[src/rtl/ils_pkg.sv]
// Package for the indexed list store: request and status codes, field widths
// and the control group that is broadcast to every storage cell.
// Depends on nothing; every other file of the block uses it.
`timescale 1ns / 1ps

package ils_pkg;

	localparam int VALUE_W    = 32;
	localparam int INDEX_W    = 7;
	localparam int LENGTH_W   = 7;
	localparam int REQ_W      = 3;
	localparam int STATUS_W   = 2;
	localparam int GROUP_SIZE = 8;

	localparam logic [REQ_W-1:0] REQ_READ       = 3'd0;
	localparam logic [REQ_W-1:0] REQ_INS_HEAD   = 3'd1;
	localparam logic [REQ_W-1:0] REQ_INS_TAIL   = 3'd2;
	localparam logic [REQ_W-1:0] REQ_INS_BEFORE = 3'd3;
	localparam logic [REQ_W-1:0] REQ_DELETE     = 3'd4;

	localparam logic [STATUS_W-1:0] ST_DONE  = 2'd0;
	localparam logic [STATUS_W-1:0] ST_RANGE = 2'd1;
	localparam logic [STATUS_W-1:0] ST_FULL  = 2'd2;

	typedef struct packed {
		logic ins;
		logic del;
	} cell_ctrl_t;

endpackage

[src/rtl/ils_or_group.sv]
// Registered first level of the read tree: merges the read outputs of one
// group of cells, of which at most one is non-zero. Depends on ils_pkg.
`timescale 1ns / 1ps

module ils_or_group (
	input  logic                                                  clk,
	input  logic                                                  load,
	input  logic [ils_pkg::GROUP_SIZE-1:0][ils_pkg::VALUE_W-1:0]  parts,
	output logic [ils_pkg::VALUE_W-1:0]                           sum_s1
);

	logic [ils_pkg::VALUE_W-1:0] merged;

	always_comb begin
		merged = '0;
		for (int i = 0; i < ils_pkg::GROUP_SIZE; i++) begin
			merged = merged | parts[i];
		end
	end

	always_ff @(posedge clk) begin
		if (load) begin
			sum_s1 <= merged;
		end
	end

endmodule

[config.mk]
export PLATFORM = sky130hd
export DESIGN_NAME = ils_or_group
export DESIGN_NICKNAME = d
export VERILOG_FILES = /design/src/rtl/ils_pkg.sv /design/src/rtl/ils_or_group.sv
export SDC_FILE = /design/constraint.sdc
export NUM_CORES = 1
export LEC_CHECK = 0
export BUFFER_PORTS_ARGS = -buffer_cell sky130_fd_sc_hd__buf_2
export CAP_MARGIN = 20
export CORE_AREA = 2 2 112 114
export DETAILED_ROUTE_END_ITERATION = 10
export DIE_AREA = 0 0 114 116
export HOLD_SLACK_MARGIN = 0.1
export PLACE_DENSITY_LB_ADDON = 0.2
export SETUP_SLACK_MARGIN = 0.5
export SLEW_MARGIN = 30
export SYNTH_ARGS = -nofsm -noshare
export SYNTH_HDL_FRONTEND = slang
export SYNTH_SLANG_ARGS = --single-unit
[constraint.sdc]
create_clock -name clk -period 1.45 [get_ports clk]
set_input_delay 0.0725 -clock clk [delete_from_list [all_inputs] [get_ports clk]]
set_output_delay 0.0725 -clock clk [all_outputs]
set_load 0.005 [all_outputs]
==> run_results.csv <==
group,metric,value,unit
run_status,status,"completed",
timing,timing.hold.ws,0.0553,ns
clock_tree,clk_path_buf_depth,2,
detailed_routing,first_pass_iters,4,
detailed_routing,post_drt_wl_per_cell,12.2,µm
die,initial_core_util,0.124,
timing,final-hold-violation-count,0,
setup_path,critPathLaunchType,"input port",
die,die-area,13200,µm²
timing,timing.final.crit_period,0.915,ns
clock_tree,clock-sinks,32,
place,pre_cts_slack,0.361,ns
cells_and_area,largest_reg_flops,32,
detailed_routing,drtAntennaViolNets,0,
die,rows,40,
global_routing,grt_pass1_vias,2246,
setup_path,endpoint_kind,"flop",
min_path,min_path_cells,3,
min_path,hold_end,"sum_s1[28]",
yosys,synth-seq-area-share,0.649,
pwr,power.density,744,nW/µm²
timing,relSlewSlack,0.657,
yosys,yosysUniqueCellTypes,3,
setup_path,cp_max_fo,1,
cells_and_area,antenna_cells,0,
clock_tree,cts_hold_buffers,12,
timing,grt_setup_unrepaired,"no",
place,place_congestion,0.727,
setup_path,critical_path_class,"in2reg",
timing,setup_viol,0,
yosys,synth-seq-cells,32,
global_routing,grt_busiest_layer,"met2",
timing,worst_pin_slew,0.510,ns
yosys,synth.avg_cell_area,11.6,µm²
die,die_h,116,µm
setup_path,cp.required,1.46,ns
timing,final_max_slew_viol_count,0,
pwr,power.total,2.59,mW
global_routing,grt_usage,0.0954,
timing,fin_crit_sh,0.631,
yosys,yosysTopAreaCellShare,0.649,
place,numPortBuffers,289,
cells_and_area,drive_gt1_frac,0.703,
detailed_routing,dr.first_iter.drc_count,29,
clock_tree,post_cts_buffers,0,
cells_and_area,reg_top3,"sum_s1 (32)",
detailed_routing,vias,2382,
cells_and_area,top_register,"sum_s1",
clock_tree,cts_tree,"built",
cells_and_area,layout_commonest_cell,"buf_2",
clock_tree,h-tree-depth,2,
pwr,leakage,1.68,nW
global_routing,use_met1,0.0885,
detailed_routing,drc,0,
global_routing,use_met3,0.0282,
global_routing,grt_pass1_wl,9670,µm
die,die_x,114,µm
global_routing,grt_antenna_before_repair,0,
place,place_hpwl,6080,µm
yosys,synth_area_leaders,"edfxtp_1 (65%), nor4_1 (27%), nand2_1 (8.1%)",
setup_path,arrival,0.93,ns
detailed_routing,vias_per_cell,4.08,
pwr,ir_drop,391,µV
die,core-area,11900,µm²
yosys,syn_inst,128,
global_routing,gr-total-overflow,0,
flow_run,drv_cap,0,
timing,finalWorstSetupSlack,0.535,ns
cells_and_area,final_nets,694,
yosys,yosys.area.top_type,"edfxtp_1",
cells_and_area,final_cell_mix,"buf_2 (289), nor4_1 (52), nand2_1 (32), edfxtp_1 (32), nor4_2 (11)",
clock_tree,clk_pin_slew,0.06,ns
min_path,min_from,"parts[156]",
min_path,hp-class,"in2reg",
clock_tree,numCtsBuffers,5,
global_routing,grt_max_degree,33,
yosys,synth_area,1480,µm²
detailed_routing,totalWireLength,7110,µm
global_routing,met2_usage,0.198,
cells_and_area,syn_to_final_growth,135,%
timing,setup_tns,0,ns
die,ios,290,
yosys,synth_warnings,0,
timing,fmax,1090,MHz
yosys,postSynthNetCount,386,
clock_tree,cts_root_buf,"clkbuf_16",
worst max-delay path: stages:
cell and delay (ns):
dlygate4sd3_1 0.53, buf_2 0.12, nor4_2 0.13, nand2_1 0.08
worst max path at each step:
| stage | startpoint | endpoint | cells after the start |
|---|---|---|---|
| 2_1_floorplan | parts[32] | sum_s1[0] | 2 |
| 3_3_place_gp | parts[153] | sum_s1[25] | 3 |
| 3_5_place_dp | parts[153] | sum_s1[25] | 3 |
| 4_1_cts | parts[107] | sum_s1[11] | 4 |
| 5_1_grt | parts[250] | sum_s1[26] | 4 |
| 6_report | parts[230] | sum_s1[6] | 4 |
through the flow:
| step | instances | util | instance area (µm²) |
|---|---|---|---|
| after floorplan | 128 | - | 1480 |
| after global placement | 565 | 0.263 | 3130 |
| after detailed placement | 565 | 0.263 | 3130 |
| after CTS | 585 | 0.284 | 3390 |
| after global routing | 584 | 0.292 | 3480 |
| final | 584 | 0.292 | 3480 |
where the power goes:
group          total (mW)  switching, mW  internal, mW
combinational       0.511          0.186         0.325
sequential           1.07         0.0102          1.06
clock                1.00          0.371         0.631
total                2.59          0.567          2.02
cell usage after synthesis (all sizes together):
cell type and number:
nor4 64, nand2 32, edfxtp 32
metal layers:
metal,vias to the layer above,wire length [µm],share of wire
li1,1162,-,-
met1,1047,2400,0.34
met2,168,3890,0.55
met3,5,757,0.11
met4,0,68,0.0096
met5,-,0,0
repair_timing:
item | in CTS | in global routing
hold endpoints to repair | 32 | 32
gates resized for setup | 0 | 19
endpoints found under the setup margin | 0 | 12
cell type report:
class | count | area (µm²)
Clock buffer | 7 | 133
Clock inverter | 1 | 3.75
Fill cell | 1262 | 8430
Multi-Input combinational cell | 96 | 604
Sequential cell | 32 | 961
Tap cell | 147 | 184
Timing Repair Buffer | 301 | 1590
cell families after synthesis:
logic type | Yosys count | share of synthesized area
DFF | 32 | 0.649
and+or+nand+nor | 96 | 0.351
Power figures use the tool's default switching activity.
