### src/rtl/ils_pkg.sv
// Package for the indexed list store: request and status codes, field widths
// and the control group that is broadcast to every storage cell.
// Depends on nothing; every other file of the block uses it.
`timescale 1ns / 1ps

package ils_pkg;

	localparam int VALUE_W    = 32;
	localparam int INDEX_W    = 7;
	localparam int LENGTH_W   = 7;
	localparam int REQ_W      = 3;
	localparam int STATUS_W   = 2;
	localparam int GROUP_SIZE = 8;

	localparam logic [REQ_W-1:0] REQ_READ       = 3'd0;
	localparam logic [REQ_W-1:0] REQ_INS_HEAD   = 3'd1;
	localparam logic [REQ_W-1:0] REQ_INS_TAIL   = 3'd2;
	localparam logic [REQ_W-1:0] REQ_INS_BEFORE = 3'd3;
	localparam logic [REQ_W-1:0] REQ_DELETE     = 3'd4;

	localparam logic [STATUS_W-1:0] ST_DONE  = 2'd0;
	localparam logic [STATUS_W-1:0] ST_RANGE = 2'd1;
	localparam logic [STATUS_W-1:0] ST_FULL  = 2'd2;

	typedef struct packed {
		logic ins;
		logic del;
	} cell_ctrl_t;

endpackage

### src/rtl/ils_cell.sv
// One storage cell of the indexed list store: holds a single entry and takes
// its left or right neighbour on a shift. Depends on ils_pkg.
`timescale 1ns / 1ps

module ils_cell #(
	parameter int K  = 0,
	parameter int IW = 7
) (
	input  logic                              clk,
	input  ils_pkg::cell_ctrl_t               ctrl,
	input  logic [IW-1:0]                     pos,
	input  logic [ils_pkg::VALUE_W-1:0]       value,
	input  logic [ils_pkg::VALUE_W-1:0]       left,
	input  logic [ils_pkg::VALUE_W-1:0]       right,
	output logic [ils_pkg::VALUE_W-1:0]       data,
	output logic [ils_pkg::VALUE_W-1:0]       rd_data
);

	localparam logic [IW-1:0] K_IDX = IW'(K);

	logic [ils_pkg::VALUE_W-1:0] entry_q;

	always_ff @(posedge clk) begin
		if (ctrl.ins) begin
			if (K_IDX > pos) begin
				entry_q <= left;
			end else if (K_IDX == pos) begin
				entry_q <= value;
			end
		end else if (ctrl.del && K_IDX >= pos) begin
			entry_q <= right;
		end
	end

	assign data    = entry_q;
	assign rd_data = (K_IDX == pos) ? entry_q : '0;

endmodule

### config.mk
export PLATFORM = sky130hd
export DESIGN_NAME = ils_cell
export DESIGN_NICKNAME = d
export VERILOG_FILES = /design/src/rtl/ils_pkg.sv /design/src/rtl/ils_cell.sv
export SDC_FILE = /design/constraint.sdc
export NUM_CORES = 1
export LEC_CHECK = 0
export BUFFER_PORTS_ARGS = -buffer_cell sky130_fd_sc_hd__buf_2
export CORE_ASPECT_RATIO = 0.6
export CORE_UTILIZATION = 40
export CTS_CLUSTER_SIZE = 8
export DETAILED_ROUTE_END_ITERATION = 10
export GPL_TIMING_DRIVEN = 1
export PLACE_DENSITY_LB_ADDON = 0.05
export SETUP_SLACK_MARGIN = 0.5
export SLEW_MARGIN = 10
export SYNTH_ARGS = -nofsm -noshare
export SYNTH_HDL_FRONTEND = slang
export SYNTH_SLANG_ARGS = --single-unit
### constraint.sdc
create_clock -name clk -period 10.55 [get_ports clk]
set_clock_uncertainty 0.1 [all_clocks]
set_input_delay 0.5275 -clock clk [delete_from_list [all_inputs] [get_ports clk]]
set_output_delay 0.5275 -clock clk [all_outputs]
set_load 0.005 [all_outputs]
==> results of run 1 <==
[final timing paths]
check                   to  cells after the start
setup / recovery  data[28]                      4
hold / removal    data[19]                      2
[cells in the final DEF (no fill, tap or decap)]
cell type,synthesis,final
sky130_fd_sc_hd__buf_4,0,1
sky130_fd_sc_hd__or4_4,1,1
sky130_fd_sc_hd__mux2_2,32,32
sky130_fd_sc_hd__nor3_1,3,2
sky130_fd_sc_hd__nor3_2,30,31
sky130_fd_sc_hd__clkinv_1,0,1
sky130_fd_sc_hd__buf_2,6,137
sky130_fd_sc_hd__clkbuf_8,0,5
sky130_fd_sc_hd__edfxtp_1,32,32
sky130_fd_sc_hd__clkbuf_1,2,2
sky130_fd_sc_hd__or3_2,0,1
sky130_fd_sc_hd__nor2_1,1,1
sky130_fd_sc_hd__inv_1,32,32
[synth_stat cells (all sizes together)]
library cell	n
inv	32
or3	1
buf	10
edfxtp	32
clkbuf	2
mux2	32
nor2	1
nor3	33
or4	1
[worst max-delay path: stages]
cell	delay, ns
sky130_fd_sc_hd__buf_2	0.09
sky130_fd_sc_hd__or3_2	0.86
sky130_fd_sc_hd__nor3_2	0.77
sky130_fd_sc_hd__buf_4	0.43
[stage by stage]
| step | setup slack [ns] | hold WS, ns | utilization, % |
|---|---|---|---|
| 6_report | 7.69 | 0.454 | 61.2 |
| 5_1_grt | 7.53 | 0.441 | 61.2 |
| 4_1_cts | 7.67 | 0.442 | 61.2 |
| 3_5_place_dp | 7.36 | 0.731 | 59.3 |
| 3_3_place_gp | 7.37 | 0.730 | 59.3 |
| 2_1_floorplan | 6.54 | 0.647 | - |
[final cells by class]
| type | instances | area [um^2] |
|---|---|---|
| flip-flops and latches | 32 | 961 |
| well taps | 60 | 75.1 |
| multi-input cells | 68 | 703 |
| fillers | 369 | 1670 |
| clock inverters | 1 | 3.75 |
| clock buffers | 7 | 76.3 |
| repair buffers | 138 | 693 |
| inverters | 32 | 120 |
[logic make-up after synthesis]
logic type             synth area share (%)
buffers and inverters                  12.1
flip-flops                             50.9
multiplexers                           19.1
AND/OR/NAND/NOR                        17.8
[routing by layer]
| metal | share of wire (%) | GRT usage, % | vias to the layer above |
|---|---|---|---|
| met5 | 0 | 0 | - |
| met4 | 2.0 | 6.91 | 0 |
| met3 | 12 | 8.95 | 8 |
| met2 | 45 | 27.9 | 78 |
| met1 | 41 | 19.2 | 672 |
| li1 | - | - | 756 |
[where the power goes]
group / total, mW / internal (mW) / switching [mW] / leakage [nW]
combinational: 0.0319 / 0.0192 / 0.0126 / 0.917
sequential: 0.142 / 0.142 / 0.000273 / 0.288
clock: 0.0863 / 0.0458 / 0.0404 / 0.0399
==> impl_metrics.sql, run 1 <==
INSERT INTO impl_metrics (metric_group, metric, value, unit) VALUES
('run_status', 'status', 'completed', ''),
('routing', 'routedWlPerCell', '12.3', 'um'),
('floorplan', 'ios', '170', ''),
('synth', 'yosys_warnings', '0', ''),
('synth', 'seq_area_frac_synth', '50.9', '%'),
('floorplan', 'die_h', '55.2', 'um'),
('floorplan', 'die_wd', '90.7', 'um'),
('final_layout', 'synthToLayoutAreaGrowth', '39.5', '%'),
('clock_tree', 'htreeDepth', '2', ''),
('clock_tree', 'post-cts-setup-buffers', '0', ''),
('hold_path', 'hp-start', 'value[19]', ''),
('global_route', 'globalRouteOverflowTotal', '0', ''),
('worst_setup_path', 'crit_path_max_fanout', '33', ''),
('sta', 'final_hold_viol_count', '0', ''),
('sta', 'tns', '0', 'ns'),
('floorplan', 'start_util', '43.9', '%'),
('routing', 'route.final.wire_length', '4.15', 'mm'),
('clock_tree', 'clock_pin_slew_of_the_registers_on_the_worst_case_setup_and_hold_paths', '0.06', 'ns'),
('synth', 'yosys_register_bits', '32', ''),
('routing', 'post-route-drc-count', '0', ''),
('sta', 'timing.final.setup_violations', '0', ''),
('clock_tree', 'clock_path_buffers', '2', ''),
('routing', 'dr.pass1.iters', '2', ''),
('routing', 'via_total_after_detailed_routing', '1514', ''),
('synth', 'synth.distinct_cells', '12', ''),
('hold_path', 'min-delay-path-class', 'primary input to flip-flop', ''),
('synth', 'synthDominantCellAreaShare', '50.9', '%'),
('final_layout', 'fin_nets', '383', ''),
('sta', 'finalCriticalPeriod', '2.86', 'ns'),
('synth', 'ys_top_cells_by_area', 'sky130_fd_sc_hd__edfxtp_1 51%, sky130_fd_sc_hd__mux2_2 19%, sky130_fd_sc_hd__nor3_2 16%', ''),
('clock_tree', 'cts_hold_buf', '0', ''),
('clock_tree', 'cts-buffers-inserted', '5', ''),
('placed_design', 'place_area', '2550', 'um^2'),
('synth', 'syn-instance-count', '144', ''),
('worst_setup_path', 'criticalPathCategory', 'primary input to flip-flop', ''),
('worst_setup_path', 'critical_path_required', '10.40', 'ns'),
('clock_tree', 'root_buffer', 'sky130_fd_sc_hd__clkbuf_8', ''),
('global_route', 'first_global_vias', '1392', ''),
('sta', 'timing_max_transition_violations_final', '0', ''),
('sta', 'layout_worst_path_cycle_share', '27.1', '%'),
('pwr', 'power-per-cell-area', '98.8', 'nW/um^2'),
('synth', 'synth.cell_area', '1890', 'um^2'),
('routing', 'drt_iter0_drc', '15', ''),
('global_route', 'grt_antenna_before_repair', '0', ''),
('placed_design', 'globalplace.congestion', '0.710', ''),
('clock_tree', 'cts_sinks', '32', ''),
('synth', 'synth.net_count', '250', ''),
('floorplan', 'core_region_area', '4300', 'um^2'),
('final_layout', 'stdcell_count', '338', ''),
('final_layout', 'antenna_cells', '0', ''),
('run', 'max-cap-violations', '0', ''),
('global_route', 'grt.total_usage', '17.2', '%'),
('final_layout', 'post-route-cell-area', '2630', 'um^2'),
('placed_design', 'dp.final_hpwl', '3.08', 'mm'),
('sta', 'slew_headroom', '38.2', '%'),
('worst_setup_path', 'critPathArrivalTime', '2.71', 'ns'),
('floorplan', 'std_cell_rows', '18', ''),
('final_layout', 'largest_reg_flops', '32', ''),
('sta', 'transition_at_the_pin_with_the_smallest_max_transition_slack', '0.926', 'ns'),
('sta', 'rsz_0062_raised_after_global_routing', 'false', ''),
('final_layout', 'layout-drive-gt1-share', '74.8', '%'),
('worst_setup_path', 'cp-end-kind', 'flip-flop', ''),
('synth', 'synth.largest_area_cell', 'sky130_fd_sc_hd__edfxtp_1', ''),
('placed_design', 'place.port_buffers', '137', ''),
('routing', 'avgViaCountPerCell', '4.48', ''),
('global_route', 'global_route_wire_length_before_repair', '6.60', 'mm'),
('pwr', 'irDropWorstVdd', '0.0668', 'mV'),
('worst_setup_path', 'critPathLaunchType', 'primary input', ''),
('worst_setup_path', 'crit_path_start', 'pos[3]', ''),
('global_route', 'grt_max_degree', '34', ''),
('floorplan', 'die_area', '5000', 'um^2'),
('synth', 'synth.avg_cell_area', '13.1', 'um^2'),
('placed_design', 'placed_cells_incl_taps', '330', ''),
('clock_tree', 'cts.repair.resized', '0', ''),
('routing', 'drt.antenna.violating_nets', '0', ''),
('pwr', 'total_power_consumption', '260', 'uW'),
('sta', 'max_clock_freq', '0.350', 'GHz'),
('pwr', 'power.static_leakage', '1.24', 'nW'),
('clock_tree', 'cts_tree', 'yes', '');
No activity file was read; power rests on OpenSTA's default activity.
==> run 2: changes to the inputs <==
--- a/config.mk
+++ b/config.mk
@@ -7,7 +7,7 @@
 export LEC_CHECK = 0
 export BUFFER_PORTS_ARGS = -buffer_cell sky130_fd_sc_hd__buf_2
 export CORE_ASPECT_RATIO = 0.6
-export CORE_UTILIZATION = 40
+export CORE_UTILIZATION = 34
 export CTS_CLUSTER_SIZE = 8
 export DETAILED_ROUTE_END_ITERATION = 10
 export GPL_TIMING_DRIVEN = 1
==> constraint.sdc (replaced) <==
create_clock -name clk -period 2.6 [get_ports clk]
set_clock_uncertainty 0.1 [all_clocks]
set_input_delay 0.13 -clock clk [delete_from_list [all_inputs] [get_ports clk]]
set_output_delay 0.13 -clock clk [all_outputs]
set_load 0.005 [all_outputs]
==> run 2 against run 1 <==
The run now ends with design-rule violations left. Global-route usage decreased by 2.8 points. Critical path depth increased by 1. Die area increased by 17%. Setup slack got worse by 6.8 ns. Sequential power increased to 4.1 times the previous value. Count of clock-buffer cells in the layout unchanged. Flip-flop and latch count unchanged. Combinational power increased to 4.2 times the previous value. Design area increased by 1.7%. Utilization decreased by 9.8 points. Largest power group unchanged.
==> impl_metrics.sql, run 2 (same netlist as run 1, synthesis figures left out) <==
INSERT INTO impl_metrics (metric_group, metric, value, unit) VALUES
('run_status', 'status', 'finished, violations left', ''),
('run_status', 'violations', 'design-rule violations', ''),
('sta', 'finalCriticalPeriod', '1.68', 'ns'),
('pwr', 'irDropWorstVdd', '0.222', 'mV'),
('hold_path', 'min-delay-path-class', 'primary input to flip-flop', ''),
('clock_tree', 'post-cts-setup-buffers', '0', ''),
('final_layout', 'fin_nets', '387', ''),
('clock_tree', 'root_buffer', 'sky130_fd_sc_hd__clkbuf_8', ''),
('routing', 'post-route-drc-count', '7', ''),
('floorplan', 'start_util', '36.3', '%'),
('sta', 'final_hold_viol_count', '0', ''),
('pwr', 'total_power_consumption', '1.06', 'mW'),
('global_route', 'globalRouteOverflowTotal', '0', ''),
('global_route', 'grt.total_usage', '14.4', '%'),
('floorplan', 'std_cell_rows', '20', ''),
('clock_tree', 'cts_hold_buf', '0', ''),
('sta', 'final.hold.worst_slack', '0.0531', 'ns'),
('final_layout', 'synthToLayoutAreaGrowth', '41.8', '%'),
('placed_design', 'place_area', '2600', 'um^2'),
('routing', 'route.final.wire_length', '4.23', 'mm'),
('sta', 'max_clock_freq', '0.595', 'GHz'),
('sta', 'timing_max_transition_violations_final', '0', ''),
('worst_setup_path', 'crit_path_max_fanout', '32', ''),
('final_layout', 'n_fill_cell', '475', ''),
('clock_tree', 'clock_path_buffers', '2', ''),
('sta', 'rsz_0062_raised_after_global_routing', 'false', ''),
('final_layout', 'layout_commonest_cell', 'sky130_fd_sc_hd__buf_2', ''),
('routing', 'drt.antenna.violating_nets', '0', ''),
('routing', 'avgViaCountPerCell', '4.28', ''),
('placed_design', 'place.port_buffers', '137', ''),
('hold_path', 'hold_path_depth', '2', ''),
('global_route', 'grt_max_degree', '33', ''),
('final_layout', 'antenna_cells', '0', ''),
('pwr', 'power.combinational.fraction', '12.5', '%'),
('pwr', 'internal-power', '841', 'uW'),
('final_layout', 'layout.area.seq', '961', 'um^2'),
('placed_design', 'placement.setup.worst_slack', '0.897', 'ns'),
('sta', 'setup_ws', '0.920', 'ns'),
('floorplan', 'die_h', '59.7', 'um'),
('sta', 'timing.final.setup_violations', '0', ''),
('worst_setup_path', 'cp-end-kind', 'primary output', ''),
('final_layout', 'multi_input_area', '709', 'um^2'),
('floorplan', 'core_region_area', '5200', 'um^2'),
('pwr', 'switching_share', '21.0', '%'),
('clock_tree', 'cts.repair.resized', '0', ''),
('sta', 'slew_headroom', '65.2', '%'),
('final_layout', 'final_util', '51.4', '%'),
('clock_tree', 'cts-buffers-inserted', '5', ''),
('run', 'max-cap-violations', '0', ''),
('pwr', 'share_seq_of_total_power', '54.1', '%'),
('final_layout', 'mostFrequentLayoutCells', '137 x sky130_fd_sc_hd__buf_2, 32 x sky130_fd_sc_hd__mux2_2, 32 x sky130_fd_sc_hd__inv_1, 32 x sky130_fd_sc_hd__edfxtp_1, 30 x sky130_fd_sc_hd__nor3_2', ''),
('sta', 'transition_at_the_pin_with_the_smallest_max_transition_slack', '0.522', 'ns'),
('pwr', 'power_switching', '224', 'uW'),
('routing', 'routedWlPerCell', '12.2', 'um'),
('clock_tree', 'cts_tree', 'yes', ''),
('clock_tree', 'htreeDepth', '2', ''),
('floorplan', 'die_wd', '98.2', 'um'),
('sta', 'tns', '0', 'ns'),
('final_layout', 'layout-drive-gt1-share', '75.2', '%'),
('routing', 'via_total_after_detailed_routing', '1488', ''),
('worst_setup_path', 'criticalPathCategory', 'primary input to primary output', ''),
('global_route', 'first_global_vias', '1317', ''),
('placed_design', 'placed_cells_incl_taps', '340', ''),
('routing', 'dr.pass1.iters', '9', ''),
('clock_tree', 'cts_sinks', '32', ''),
('worst_setup_path', 'critPathLaunchType', 'primary input', ''),
('clock_tree', 'clock_pin_slew_of_the_registers_on_the_worst_case_setup_and_hold_paths', '0.07', 'ns'),
('floorplan', 'die_area', '5860', 'um^2'),
('final_layout', 'stdcell_count', '348', ''),
('pwr', 'power-per-cell-area', '398', 'nW/um^2'),
('placed_design', 'globalplace.congestion', '0.639', ''),
('sta', 'layout_worst_path_cycle_share', '64.6', '%'),
('pwr', 'clkPwrFrac', '33.4', '%'),
('final_layout', 'largest_reg_flops', '32', ''),
('worst_setup_path', 'critical_path_required', '2.37', 'ns'),
('routing', 'drt_iter0_drc', '57', ''),
('global_route', 'global_route_wire_length_before_repair', '6.40', 'mm'),
('hold_path', 'hp-start', 'value[28]', ''),
('worst_setup_path', 'critPathArrivalTime', '1.45', 'ns'),
('hold_path', 'timing.hold.worst_endpoint', 'data[28]', ''),
('global_route', 'grt_antenna_before_repair', '0', ''),
('pwr', 'power.static_leakage', '1.27', 'nW'),
('final_layout', 'post-route-cell-area', '2680', 'um^2'),
('floorplan', 'ios', '170', ''),
('placed_design', 'dp.final_hpwl', '3.16', 'mm');
==> run 2: cell types whose count changed in the layout (fill, tap and decap cells not counted), sizes merged <==
cell and delta:
buf +4
==> run 2: final cells by class <==
| type | instances | area share (%) |
|---|---|---|
| flip-flops and latches | 32 | 35.9 |
| clock inverters | 1 | 0.140 |
| well taps | 66 | 3.09 |
| multi-input cells | 68 | 26.5 |
| clock buffers | 7 | 2.85 |
| inverters | 32 | 4.49 |
| repair buffers | 142 | 27.0 |
==> run 2: critical path: stages <==
cell and delay (ns):
sky130_fd_sc_hd__buf_2 0.10, sky130_fd_sc_hd__or4_4 0.55, sky130_fd_sc_hd__buf_4 0.31, sky130_fd_sc_hd__nor3_2 0.21, sky130_fd_sc_hd__buf_2 0.14
==> run 2: how the worst max path moves through the flow <==
stage	startpoint	to	depth (start not counted)
floorplan	pos[2]	data[0]	3
global route	pos[2]	rd_data[21]	5
global placement	pos[3]	data[19]	4
detailed placement	pos[3]	data[16]	4
finish	pos[2]	rd_data[21]	5
CTS	pos[2]	rd_data[20]	5
==> run 2: power groups by stage <==
stage | Sequential, mW | Clock (mW) | Combinational, mW
6_report | 0.576 | 0.355 | 0.133
5_1_grt | 0.575 | 0.397 | 0.147
4_1_cts | 0.576 | 0.370 | 0.137
3_5_place_dp | 0.587 | 0 | 0.136
3_3_place_gp | 0.587 | 0 | 0.133
2_1_floorplan | 0.587 | 0 | 0.0750
==> run 2: routing by layer <==
| layer | vias up | share of wire, % | GRT usage [%] |
|---|---|---|---|
| met1 | 660 | 38 | 15.8 |
| met3 | 2 | 10 | 6.67 |
| met4 | 0 | 0.54 | 3.84 |
| li1 | 761 | - | - |
| met5 | - | 0 | 0 |
| met2 | 65 | 51 | 26.0 |
